`config.mk`:
```
export PLATFORM = sky130hd
export DESIGN_NAME = rip_wrap
export DESIGN_NICKNAME = d
export VERILOG_FILES = /design/src/rtl/rip_pkg.sv /design/src/rtl/rip_wrap.sv
export SDC_FILE = /design/constraint.sdc
export NUM_CORES = 1
export LEC_CHECK = 0
export ABC_CLOCK_PERIOD_IN_PS = 10500
export BUFFER_PORTS_ARGS = -buffer_cell sky130_fd_sc_hd__buf_2
export CORE_ASPECT_RATIO = 0.7
export CORE_MARGIN = 3
export CORE_UTILIZATION = 40
export DETAILED_ROUTE_END_ITERATION = 16
export PLACE_DENSITY = 0.62
export SLEW_MARGIN = 15
export SYNTH_ARGS = -nofsm -noshare
export SYNTH_HDL_FRONTEND = slang
export SYNTH_SLANG_ARGS = --single-unit
```
`constraint.sdc`:
```
create_clock -name clk -period 10.5 [get_ports clk]
set_clock_uncertainty 0.05 [all_clocks]
set_input_delay 0.525 -clock clk [delete_from_list [all_inputs] [get_ports clk]]
set_output_delay 0.525 -clock clk [all_outputs]
set_load 0.005 [all_outputs]
```
`src/rtl/rip_pkg.sv`:
```
// shared types and constants for the record and interpolated playback core
`default_nettype none

package rip_pkg;

    localparam int ACTION_W    = 3;
    localparam int SAMPLE_W    = 16;
    localparam int LEN_FIELD_W = 15;
    localparam int STEP_W      = 20;
    localparam int CFG_DATA_W  = 20;
    localparam int CFG_IDX_W   = 1;

    localparam logic [STEP_W-1:0] STEP_RESET = 20'h10000;

    // configuration register indexes
    localparam logic [CFG_IDX_W-1:0] CFG_BUFFER_LENGTH = 1'b0;
    localparam logic [CFG_IDX_W-1:0] CFG_PHASE_STEP    = 1'b1;

    // action codes of an input item
    localparam logic [ACTION_W-1:0] ACT_BEGIN   = 3'd0;
    localparam logic [ACTION_W-1:0] ACT_RECORD  = 3'd1;
    localparam logic [ACTION_W-1:0] ACT_STOP    = 3'd2;
    localparam logic [ACTION_W-1:0] ACT_RESTART = 3'd3;
    localparam logic [ACTION_W-1:0] ACT_PROCESS = 3'd4;

    // status of the wrap unit
    typedef struct packed {
        logic busy;
        logic done;
    } wrap_stat_t;

endpackage

`default_nettype wire

```
`src/rtl/rip_wrap.sv`:
```
// iterative remainder unit: one shifted compare and subtract per cycle
`default_nettype none

module rip_wrap #(
    parameter int VAL_W = 15,
    parameter int LEN_W = 15,
    parameter int K_W   = 4
) (
    input  wire logic              clk,
    input  wire logic              rst_n,
    input  wire logic              start,
    input  wire logic [VAL_W-1:0]  start_val,
    input  wire logic [K_W-1:0]    start_k,
    input  wire logic [LEN_W-1:0]  len,
    output rip_pkg::wrap_stat_t    stat,
    output logic      [VAL_W-1:0]  rem
);

    localparam int D_W = LEN_W + VAL_W;

    logic [VAL_W-1:0] rem_reg;
    logic [VAL_W-1:0] rem_next;
    logic [K_W-1:0]   k_reg;
    logic [K_W-1:0]   k_next;
    logic             busy_reg;
    logic             busy_next;
    logic             done_reg;
    logic             done_next;
    logic [D_W-1:0]   dshift;
    logic [D_W-1:0]   rem_ext;

    // start_k is chosen so that the value is below len << (start_k + 1)
    assign dshift  = D_W'(len) << k_reg;
    assign rem_ext = D_W'(rem_reg);

    always_comb
    begin
        rem_next  = rem_reg;
        k_next    = k_reg;
        busy_next = busy_reg;
        done_next = 1'b0;
        if (start)
        begin
            rem_next  = start_val;
            k_next    = start_k;
            busy_next = 1'b1;
        end
        else if (busy_reg)
        begin
            if (rem_ext >= dshift)
            begin
                rem_next = VAL_W'(rem_ext - dshift);
            end
            if (k_reg == '0)
            begin
                busy_next = 1'b0;
                done_next = 1'b1;
            end
            else
            begin
                k_next = k_reg - K_W'(1);
            end
        end
    end

    always_ff @(posedge clk or negedge rst_n)
    begin
        if (!rst_n)
        begin
            busy_reg <= 1'b0;
            done_reg <= 1'b0;
        end
        else
        begin
            busy_reg <= busy_next;
            done_reg <= done_next;
        end
    end

    always_ff @(posedge clk)
    begin
        rem_reg <= rem_next;
        k_reg   <= k_next;
    end

    assign stat.busy = busy_reg;
    assign stat.done = done_reg;
    assign rem       = rem_reg;

endmodule

`default_nettype wire

```
Yosys cells after proc, flatten, opt, wreduce, memory -nomap -nowiden
Cells that the tools add are included.
{ "totals": {"register_bits": 21, "wordCells": 26, "input_bits": 37} }
{ "classes": {"magnitude_cmp": 1, "addsub": 2, "mux": 12, "shift": 1, "n_reduce_logical": 5, "n_eq_ne": 1} }
{ "op_table": {"columns": ["op", "n"], "rows": [
  ["$mux 15", 3],
  ["$ge 15x30->1", 1],
  ["$shl 15x4->30", 1],
  ["$sub 15x15->15", 1],
  ["$mux 4", 3],
  ["$mux 1", 6],
  ["$logic_not 4->1", 1],
  ["$reduce_and 2->1", 2],
  ["$reduce_bool 2->1", 2],
  ["$sub 4x1->4 const B", 1],
  ["$ne 2x2->1 const B", 1]
]} }

Longest topological paths before layout
Gate-level depths: netlist of run 1.
{ "logic_depth": {"word_depth": 5, "mapped_depth": 16, "depth_no_buf": 13} }

Worst setup path after synthesis of run 1
No wires, ideal clock.
{ "synth_timing": {"path_kind": "reg-to-reg", "from": "reg k_reg[0]", "to": "reg rem_reg[0] (netlist: rem[0]) (enable)", "n_path_buf": 4, "path_stages_with_launch": 17, "synth_period_minus_slack_ns": 3.758, "t_required_ns": 10.063, "setup_time_ns": 0.387, "path_slack_ns": 6.742, "arrival_ns": 3.322, "path_cell_list": "edfxtp_1 -> buf_6 -> buf_8 -> buf_2 -> mux2_2 -> nand2_1 -> o21ai_0 -> o21ai_0 -> o22a_1 -> ha_1 -> clkbuf_1 -> nand4_1 -> nor2_1 -> a21oi_1 -> o31ai_1 -> a2111oi_0 -> a211oi_2"} }
{ "synth_via": {"elab_chain_cells": 4} }
{ "synth_rtl": {"columns": ["element", "line_no", "text"], "rows": [
  ["from (decl)", "rip_wrap.sv:23", "logic [K_W-1:0] k_reg;"],
  ["from (signal assigned)", "rip_wrap.sv:83", "k_reg <= k_next;"],
  ["$shl 15x4->30", "rip_wrap.sv:33", "assign dshift = D_W'(len) << k_reg;"],
  ["$ge 15x30->1", "rip_wrap.sv:50", "if (rem_ext >= dshift)"],
  ["$reduce_bool 2->1 (no source line)", null, null],
  ["$reduce_and 2->1 (no source line)", null, null],
  ["to (signal assigned)", "rip_wrap.sv:82", "rem_reg <= rem_next;"],
  ["to (decl)", "rip_wrap.sv:21", "logic [VAL_W-1:0] rem_reg;"]
]} }
No other way between the ends.
A chain may end at the register's enable or synchronous reset.

Final worst setup path of run 1
{ "layout_timing": {"from": "reg k_reg[1]", "to": "reg rem_reg[11] (netlist: rem[11]) (enable)"} }
The elaborated chain is that of the path after synthesis.

==> flow_metrics.py, run 1 <==
metrics = {
    "drt": {
        "num_vias": 2586,
        "drc": 0,
        "postRouteAntennaNets": 0,
        "avgViaCountPerCell": 6.03,
        "drt_wl_total_um": 7050,
        "drt_iter0_drc": 228,
        "wl_per_cell_um": 16.4,
        "drt-pass1-iter-count": 6,
    },
    "sta": {
        "setup_tns_ns": 0,
        "tightest_slew_ns": 0.887,
        "rsz0062_at_grt": "no",
        "period_needed_ns": 4.32,
        "finalSetupViolations": 0,
        "hold_slack_ns": 0.482,
        "fmax_mhz": 232,
        "fin_crit_sh": 0.411,
        "slew_headroom": 0.409,
        "hold_viol": 0,
        "slew_violations": 0,
        "worst_slack_ns": 6.18,
    },
    "finish": {
        "largest_register_ffs": 15,
        "multi_input_area_um2": 1820,
        "post-route-cell-area_um2": 2910,
        "fillers": 591,
        "layout.nets": 410,
        "final_core_util": 0.486,
        "regArea_um2": 621,
        "drive_above_1_share": 0.212,
        "n_antenna_cell": 0,
        "area_growth_syn_to_layout_pct": 12.6,
    },
    "min_path": {
        "hp-class": "in2reg",
    },
    "grt": {
        "grt_first_pass_wirelength_um": 11500,
        "grt_max_degree": 50,
        "antenna_found_initial": 0,
        "grt_pass1_vias": 2295,
        "gr-total-overflow": 0,
        "grtUsageTotal": 0.191,
    },
    "worst_setup_path": {
        "crit_chain": "inv_1 -> nand3_1 -> nor3_1 -> ha_1 -> inv_1 -> fa_1 -> a211oi_1 -> o21ai_0 -> a21oi_1 -> o31ai_1 -> a2111oi_0 -> a211oi_2 -> buf_4",
        "path_max_fanout": 27,
        "start_kind": "flop",
        "end_kind": "flop",
        "crit_type": "reg2reg",
        "critPathMaxStageDelay_ns": 0.75,
        "required_ns": 10.46,
        "cp_slowest_cell": "edfxtp_1",
        "cpMostUsedCell": "inv_1",
        "cp.arrival_ns": 4.28,
    },
    "synth": {
        "netlist_instances": 315,
        "yosysSeqAreaShare": 0.240,
        "ys_seq_elements": 21,
        "yosys_warnings": 0,
        "synthArstFlopShare": 0.0952,
        "avgSynthCellArea_um2": 8.21,
        "syn_nets": 370,
        "synth_edf_count": 19,
        "netlist-cell-type-count": 59,
        "synthFlopType": "edfxtp_1",
        "synth_area_um2": 2580,
    },
    "floorplan": {
        "die-width_um": 102,
        "coreArea_um2": 5990,
        "num_rows": 23,
        "start_util": 0.432,
        "io_pins": 54,
        "die_h_um": 73.3,
        "die_area_um2": 7480,
    },
    "flow_run": {
        "max_cap_violations": 0,
    },
    "clocking": {
        "clockRootBuffer": "clkbuf_8",
        "post-cts-setup-buffer-count": 0,
        "cts_tree": "yes",
        "cts.sinks": 21,
        "clk_pin_slew_ns": 0.08,
        "clkLatencyLatePin_ns": 0.27,
        "cts_made_buffers": 3,
        "cts-htree-levels": 1,
        "cts_buffer_depth": 2,
    },
    "power": {
        "ir_drop_uv": 152,
        "p_per_area_nw_per_um2": 378,
        "p_leak_nw": 1.18,
    },
    "placed_design": {
        "gp_congestion": 0.968,
        "post-place-ws_ns": 6.25,
        "dpl.hpwl_um": 5440,
        "io_buffers": 53,
        "place_area_um2": 2860,
    },
    "outcome": {
        "status": "completed",
    },
}
## area by class of cell
class / instances / share of cell area
Clock buffer: 3 / 0.0142
Clock inverter: 1 / 0.00172
Inverter: 8 / 0.0103
Multi-Input combinational cell: 264 / 0.626
Sequential cell: 21 / 0.213
Tap cell: 75 / 0.0322
Timing Repair Buffer: 57 / 0.102
## power breakdown
group          internal (mW)  leakage (nW)  switching [mW]
logic                  0.350         0.944           0.484
registers              0.162         0.210          0.0481
clock network         0.0265        0.0255          0.0290
total                  0.539          1.18           0.561
## logic make-up after synthesis
kind of cell / after synthesis / synth area share
flops: 21 / 0.240
xor+xnor: 9 / 0.0305
buf+inv: 30 / 0.0547
compound gates: 96 / 0.235
mux: 25 / 0.129
fa+ha+maj: 18 / 0.0900
simple gates: 116 / 0.220
## stage by stage
| step | cells | total power, mW |
|---|---|---|
| 2_1_floorplan | 315 | 0.830 |
| 3_3_place_gp | 424 | 1.03 |
| 3_5_place_dp | 424 | 1.03 |
| 4_1_cts | 429 | 1.09 |
| 5_1_grt | 429 | 1.22 |
| 6_report | 429 | 1.10 |
## cell usage after synthesis (2+ instances only)
cell type	number	area [µm²]
nand2_1	42	158
o21ai_0	30	150
nor2_1	26	97.6
a21oi_1	24	120
edfxtp_1	19	571
ha_1	17	213
clkbuf_1	15	56.3
mux2i_1	15	150
nor3_1	9	45.0
inv_1	7	26.3
a211oi_1	6	45.0
a21o_1	6	45.0
nand3_1	6	30.0
xnor2_1	6	52.6
mux4_2	5	113
nand4_1	5	31.3
mux2_2	4	45.0
nor2b_1	4	25.0
nor3b_1	4	30.0
nor4b_1	4	35.0
o22a_1	4	35.0
nand2b_1	3	18.8
o211ai_1	3	22.5
o21a_1	3	22.5
o31ai_1	3	22.5
xor2_1	3	26.3
a221oi_1	2	17.5
buf_2	2	10.0
buf_4	2	15.0
dfrtp_1	2	50.1
nor4_1	2	12.5
o311ai_0	2	17.5
or2_2	2	12.5
or3_1	2	12.5
or4_1	2	15.0
## per-layer routing
| layer | wire [µm] | global-route usage |
|---|---|---|
| met2 | 2790 | 0.254 |
| met3 | 625 | 0.0304 |
| met5 | 0 | 0 |
| met1 | 3600 | 0.323 |
| met4 | 30 | 0.0218 |
## timing repair
item                                    4_1_cts  5_1_grt
hold buffers                                  1        0
endpoints found under the hold margin         2        0
resized for setup                             0        0
endpoints found under the setup margin        0        0
## cell usage in the layout (no fill, tap or decap), drive strengths merged, types with 6 or more instances in the layout
master   n
nor2    26
nand2   42
a21o     6
ha      17
inv      7
nor3    10
xnor2    6
mux4     6
mux2i   15
a211oi   7
edfxtp  19
a21oi   24
nand3    6
buf     56
o21ai   31
## worst max-delay path: cells and delay by family (launching register included)
kind / cells / cell delay, ns
AND/OR/NAND/NOR: 2 / 0.40
flip-flops: 1 / 0.75
adder cells (fa/ha/maj): 2 / 0.62
buffers and inverters: 3 / 0.75
AO/OA/AOI/OAI: 6 / 1.49
## final timing paths
check	start	to	slack (ns)	depth (start not counted)
worst max-delay path	k_reg[1]	rem[11]	6.18	13
min in group asynchronous	rst_n	done_reg	0.52	2
max in group asynchronous	rst_n	busy_reg	9.79	2
worst min register to register	busy_reg	busy_reg	0.52	1
worst min-delay path	start_val[6]	rem[6]	0.48	3
worst max register to register	k_reg[1]	rem[11]	6.18	13
(Power assumes the default switching activity.)
==> run 2, diff against run 1 <==
ABC_AREA = 1   (was unset)
ABC_CLOCK_PERIOD_IN_PS = 4100   (was 10500)
PLACE_DENSITY = 0.63   (was 0.62)
clock period = 4.1 ns   (was 10.5 ns; I/O delays follow)
==> run 2 against run 1 <==
Worst hold slack got worse by 0.33 ns. Utilization decreased by 0.82 points. Clock power increased to 2.8 times the previous value. Count of clock-buffer cells in the layout is the same. Critical path depth grew 5. Global-route usage grew 0.47 points. Largest power group unchanged.
==> flow_metrics.py, run 2 <==
metrics = {
    "drt": {
        "drt-pass1-iter-count": 5,
        "postRouteAntennaNets": 0,
        "num_vias": 2718,
        "avgViaCountPerCell": 5.29,
        "wl_per_cell_um": 13.7,
        "drt_wl_total_um": 7020,
        "drc": 0,
        "drt_iter0_drc": 256,
    },
    "floorplan": {
        "die_area_um2": 7170,
        "io_pins": 54,
        "die-width_um": 100,
        "coreArea_um2": 5840,
        "start_util": 0.423,
        "num_rows": 23,
        "die_h_um": 71.8,
    },
    "worst_setup_path": {
        "required_ns": 4.03,
        "rrSetupSlack_ns": 0.43,
        "crit_chain": "inv_4 -> nand2_1 -> nand2_1 -> nand2_1 -> nand2_1 -> o21ai_0 -> or2_2 -> ha_1 -> nand2_1 -> nor2_1 -> and2_1 -> nand2_1 -> nand3_1 -> nand3_1 -> nand2_1 -> nand3_1 -> nand2_1 -> buf_4",
        "reg2reg_depth": 18,
        "regToRegStartpoint": "k_reg[0]",
        "start_kind": "flop",
        "cpMostUsedCell": "nand2_1",
        "worst-path-buf-inv": 2,
        "path_max_fanout": 18,
        "critPathMaxStageDelay_ns": 0.66,
        "cp_slowest_cell": "edfxtp_1",
        "worstReg2RegEnd": "rem[0]",
        "end_kind": "flop",
        "critical_path.top_delay_family": "simple AND/OR/NAND/NOR gates",
        "cp.arrival_ns": 3.60,
        "crit_type": "reg2reg",
    },
    "grt": {
        "grt_pass1_vias": 2365,
        "grt_first_pass_wirelength_um": 11400,
        "antenna_found_initial": 0,
        "grt_max_degree": 26,
        "gr-total-overflow": 0,
        "grtUsageTotal": 0.196,
    },
    "finish": {
        "layout.nets": 495,
        "final_common_cell": "nand2_1",
        "area_growth_syn_to_layout_pct": 13.0,
        "drive_above_1_share": 0.175,
        "largest_register_ffs": 15,
        "final_cell_mix": "nand2_1 (156), buf_2 (53), nand3_1 (51), nor2_1 (37), o21ai_0 (20)",
        "n_antenna_cell": 0,
        "fillers": 659,
    },
    "outcome": {
        "status": "completed",
    },
    "sta": {
        "slew_headroom": 0.576,
        "rsz0062_at_grt": "no",
        "period_needed_ns": 3.67,
        "fmax_mhz": 272,
        "slew_violations": 0,
        "finalSetupViolations": 0,
        "hold_viol": 0,
        "fin_crit_sh": 0.895,
        "setup_tns_ns": 0,
        "tightest_slew_ns": 0.636,
    },
    "synth": {
        "yosysTopAreaCell": "nand2_1",
        "yosysMostFrequentCell": "nand2_1",
        "netlist-cell-type-count": 30,
        "netlist.area_leader.share": 0.237,
        "synthArstFlopShare": 0.0952,
        "netlist_instances": 396,
        "yosys_warnings": 0,
        "synth.top_cells.by_area": "nand2_1 (24%), edfxtp_1 (23%), nand3_1 (10%)",
        "avgSynthCellArea_um2": 6.24,
        "ys_seq_elements": 21,
        "synth_edf_count": 19,
        "yosysSeqAreaShare": 0.251,
        "synth_area_um2": 2470,
        "synthFlopType": "edfxtp_1",
        "synth_common_cells": "nand2_1 (156), nand3_1 (51), nor2_1 (37)",
        "syn_nets": 451,
    },
    "clocking": {
        "cts-htree-levels": 1,
        "clk_pin_slew_ns": 0.10,
        "cts_buffer_depth": 2,
        "clkLatencyLatePin_ns": 0.28,
        "cts.sinks": 21,
        "clockRootBuffer": "clkbuf_8",
        "cts_made_buffers": 3,
        "cts_tree": "yes",
    },
    "placed_design": {
        "gp_congestion": 0.879,
        "io_buffers": 53,
        "dpl.hpwl_um": 5550,
    },
    "min_path": {
        "hp-class": "in2reg",
        "timing.hold.worst_path_depth": 3,
        "min_from": "start_val[12]",
        "min_to": "rem[12]",
    },
    "power": {
        "p_leak_nw": 1.41,
        "p_per_area_nw_per_um2": 735,
        "p_total_mw": 2.05,
        "ir_drop_uv": 237,
    },
    "flow_run": {
        "max_cap_violations": 0,
    },
}
## run 2: changes by cell type in the layout (fill, tap and decap cells not counted), sizes merged, moves of 7 or more
cell    previous run  this run
a211oi             7         0
mux2i             15         0
inv                7        20
nor3              10         0
nor2              26        37
nand3              6        53
o21ai             31        21
nand2             42       162
## run 2: how the worst max path moves through the flow
stage,start,to,slack (ns),cells past startpoint
after detailed placement,k_reg[0],rem[0],0.45,18
after global routing,k_reg[2],rem[7],0.03,15
after CTS,k_reg[0],rem[3],0.44,18
final,k_reg[0],rem[0],0.43,18
after global placement,k_reg[0],rem[0],0.58,18
after floorplan,k_reg[0],rem[0],1.03,19
## run 2: kinds of logic after synthesis
group	Yosys count	synth area share
AND/OR/NAND/NOR	264	0.450
AO/OA/AOI/OAI	50	0.111
buffers and inverters	40	0.0825
flip-flops	21	0.251
adder cells (fa/ha/maj)	18	0.0941
XOR/XNOR	3	0.0106
## run 2: stage by stage
stage	utilization	hold WS, ns	cells	cell area (µm²)	setup WS (ns)
5_1_grt	0.478	0.154	514	2790	0.0311
6_report	0.478	0.148	514	2790	0.429
3_3_place_gp	0.467	-0.0575	508	2730	0.577
2_1_floorplan	-	-0.141	396	2470	1.03
3_5_place_dp	0.467	-0.0581	508	2730	0.454
4_1_cts	0.477	0.137	513	2790	0.438
## run 2: timing repair
action                                  4_1_cts  5_1_grt
hold buffers                                  1        0
endpoints found under the setup margin        0       10
buffers inserted                              0        0
hold endpoints to repair                      2        0
resized for setup                             0        1
## run 2: worst reg2reg max path, cell delays in order, from the launching register on
cell and delay (ns):
edfxtp_1 0.66, inv_4 0.29, nand2_1 0.10, nand2_1 0.07, nand2_1 0.05, nand2_1 0.10, o21ai_0 0.12, or2_2 0.31
ha_1 0.37, nand2_1 0.11, nor2_1 0.20, and2_1 0.16, nand2_1 0.06, nand3_1 0.08, nand3_1 0.06, nand2_1 0.06
nand3_1 0.07, nand2_1 0.20, buf_4 0.27
## run 2: final cells by class
type / instances / area, µm² / share of cell area
inverter: 23 / 95.1 / 0.0340
tap: 75 / 93.8 / 0.0336
timing repair buffer: 55 / 283 / 0.101
sequential: 21 / 621 / 0.222
timing repair inverter: 1 / 5.00 / 0.00179
clock buffer: 3 / 41.3 / 0.0148
multi-input combinational: 335 / 1650 / 0.590
clock inverter: 1 / 7.51 / 0.00269
## run 2: per-layer routing
metal | wire length (µm) | vias to the layer above | global-route usage
met5 | 0 | - | 0
met4 | 24 | 0 | 0.0348
met3 | 472 | 2 | 0.0321
met2 | 2780 | 90 | 0.277
met1 | 3750 | 1219 | 0.311
li1 | - | 1407 | -
## run 2: power by group
group	internal, mW	leakage [nW]	switching, mW
Combinational	0.544	1.18	0.918
Sequential	0.341	0.214	0.0958
Clock	0.0690	0.0217	0.0862
==> run 3, diff against run 2 <==
ABC_AREA = unset   (was 1)
ABC_CLOCK_PERIOD_IN_PS = 3650   (was 4100)
GPL_TIMING_DRIVEN = 0   (was unset)
PLACE_DENSITY = 0.62   (was 0.63)
clock period = 3.65 ns   (was 4.1 ns; I/O delays follow)
==> run 3 against run 2 <==
Sequential share of layout area fell by 3.1 points. Global-route usage rose by 2.3 points. Cell count fell by 11%. Worst hold slack got worse by 0.0079 ns. Critical endpoint is now rem[8]. Largest cell class unchanged.
==> flow_metrics.py, run 3 (synthesized netlist as in run 1, its figures left out) <==
metrics = {
    "outcome": {
        "status": "completed",
    },
    "drt": {
        "drt_wl_total_um": 8320,
        "drc": 0,
        "wl_per_cell_um": 18.2,
        "drt_iter0_drc": 312,
        "drt-pass1-iter-count": 5,
        "num_vias": 2800,
        "avgViaCountPerCell": 6.13,
        "postRouteAntennaNets": 0,
    },
    "sta": {
        "slew_headroom": 0.582,
        "finalSetupViolations": 0,
        "fmax_mhz": 285,
        "rsz0062_at_grt": "no",
        "tightest_slew_ns": 0.626,
        "slew_violations": 0,
        "period_needed_ns": 3.50,
        "fin_crit_sh": 0.960,
        "hold_viol": 0,
    },
    "finish": {
        "largest_register_ffs": 15,
        "drive_above_1_share": 0.291,
        "layout.nets": 438,
        "final_cell_mix": "buf_2 (52), nand2_1 (42), nor2_1 (25), o21ai_0 (24), a21oi_1 (20)",
        "final_core_util": 0.541,
        "stdcell_count": 457,
        "post-route-cell-area_um2": 3240,
        "n_antenna_cell": 0,
        "area_growth_syn_to_layout_pct": 25.3,
        "final_common_cell": "buf_2",
    },
    "power": {
        "ir_drop_uv": 601,
        "p_leak_nw": 1.30,
        "p_per_area_nw_per_um2": 1130,
    },
    "grt": {
        "antenna_found_initial": 0,
        "grt_max_degree": 16,
        "use_met2": 0.312,
        "gr-total-overflow": 0,
        "grtUsageTotal": 0.218,
        "grt_use_met1": 0.338,
        "grt_pass1_vias": 2494,
        "gr-usage-met3": 0.0560,
        "grt_first_pass_wirelength_um": 12800,
        "top_usage_layer": "met1",
    },
    "worst_setup_path": {
        "crit_chain": "buf_6 -> buf_4 -> mux2i_1 -> mux4_2 -> or2_4 -> ha_4 -> nand4_1 -> buf_4 -> o31ai_4 -> a2111oi_4 -> a211oi_4 -> buf_6",
        "crit_type": "reg2reg",
        "cp.arrival_ns": 3.44,
        "required_ns": 3.59,
        "start_kind": "flop",
        "critPathMaxStageDelay_ns": 0.51,
        "path_max_fanout": 8,
        "cp_slowest_cell": "mux4_2",
        "end_kind": "flop",
    },
    "flow_run": {
        "max_cap_violations": 0,
    },
    "floorplan": {
        "start_util": 0.432,
        "die-width_um": 102,
        "io_pins": 54,
        "num_rows": 23,
        "coreArea_um2": 5990,
        "die_area_um2": 7480,
        "die_h_um": 73.3,
    },
    "clocking": {
        "clk_pin_slew_ns": 0.08,
        "cts_tree": "yes",
        "clkLatencyLatePin_ns": 0.27,
        "cts_buffer_depth": 2,
        "clockRootBuffer": "clkbuf_8",
        "cts-htree-levels": 1,
        "cts_made_buffers": 3,
        "cts.sinks": 21,
    },
    "placed_design": {
        "place_area_um2": 2960,
        "io_buffers": 51,
        "place_inst": 441,
        "gp_congestion": 0.995,
        "dpl.hpwl_um": 6330,
    },
    "min_path": {
        "hp-class": "in2reg",
    },
}
-- run 3: changes by cell type in the layout (fill, tap and decap cells not counted), moves of 6 or more --
| cell | before | now |
|---|---|---|
| buf_4 | 1 | 12 |
| clkbuf_1 | 0 | 8 |
| a21o_1 | 0 | 6 |
| o21ai_1 | 0 | 7 |
| inv_1 | 18 | 5 |
| nand2_2 | 6 | 0 |
| nor2_1 | 37 | 25 |
| nand3_1 | 51 | 5 |
| nand2_1 | 156 | 42 |
| mux2i_1 | 0 | 14 |
| nor3_1 | 0 | 8 |
-- run 3: power breakdown --
part           switching [mW]  internal [mW]
logic                    1.63           1.28
registers               0.120          0.467
clock network          0.0852         0.0773
-- run 3: what timing repair did --
item | 4_1_cts | 5_1_grt
pin swaps | 3 | 9
setup buffers | 6 | 7
gates resized for setup | 12 | 29
hold endpoints to repair | 2 | 0
hold buffers | 1 | 0
endpoints found under the setup margin | 17 | 18
-- run 3: final timing paths --
kind                                  from       end  slack [ns]  cells after the start
worst max-delay path              k_reg[0]    rem[8]        0.15                     12
worst min-delay path            start_k[0]  k_reg[0]        0.14                      3
worst max register to register    k_reg[0]    rem[8]        0.15                     12
worst min register to register    busy_reg  busy_reg        0.54                      1
max in group asynchronous            rst_n  busy_reg        3.29                      2
min in group asynchronous            rst_n  done_reg        0.17                      2
-- run 3: cell type report --
cell class	count	area, µm²
tap	75	93.8
sequential	21	621
fill	558	2750
multi-input combinational	264	1930
inverter	8	33.8
buffer	20	140
clock buffer	3	41.3
clock inverter	1	7.51
timing repair buffer	65	374
-- run 3: worst max-delay path, delay by kind of cell, from the launching register on --
family / cells / cell delay, ns
AOI/OAI and AO/OA: 3 / 0.65
buffers and inverters: 4 / 0.68
muxes: 2 / 0.66
adders and majority gates: 1 / 0.30
and+or+nand+nor: 2 / 0.37
DFF: 1 / 0.50
-- run 3: stage by stage --
step | power, mW | worst slack (ns) | setup TNS [ns] | hold WS (ns)
2_1_floorplan | 2.44 | 0.00459 | 0 | -0.163
3_3_place_gp | 3.03 | -0.952 | -14.28 | -0.0810
3_5_place_dp | 3.08 | -0.759 | -11.39 | -0.0760
4_1_cts | 3.41 | 0.0225 | 0 | 0.130
5_1_grt | 3.93 | 0.00602 | 0 | 0.131
6_report | 3.65 | 0.146 | 0 | 0.140
-- run 3: metal layers --
layer | vias to the layer above | part of all wire
met2 | 164 | 0.41
met4 | 0 | 0.0055
li1 | 1323 | -
met1 | 1305 | 0.46
met5 | - | 0
met3 | 8 | 0.12
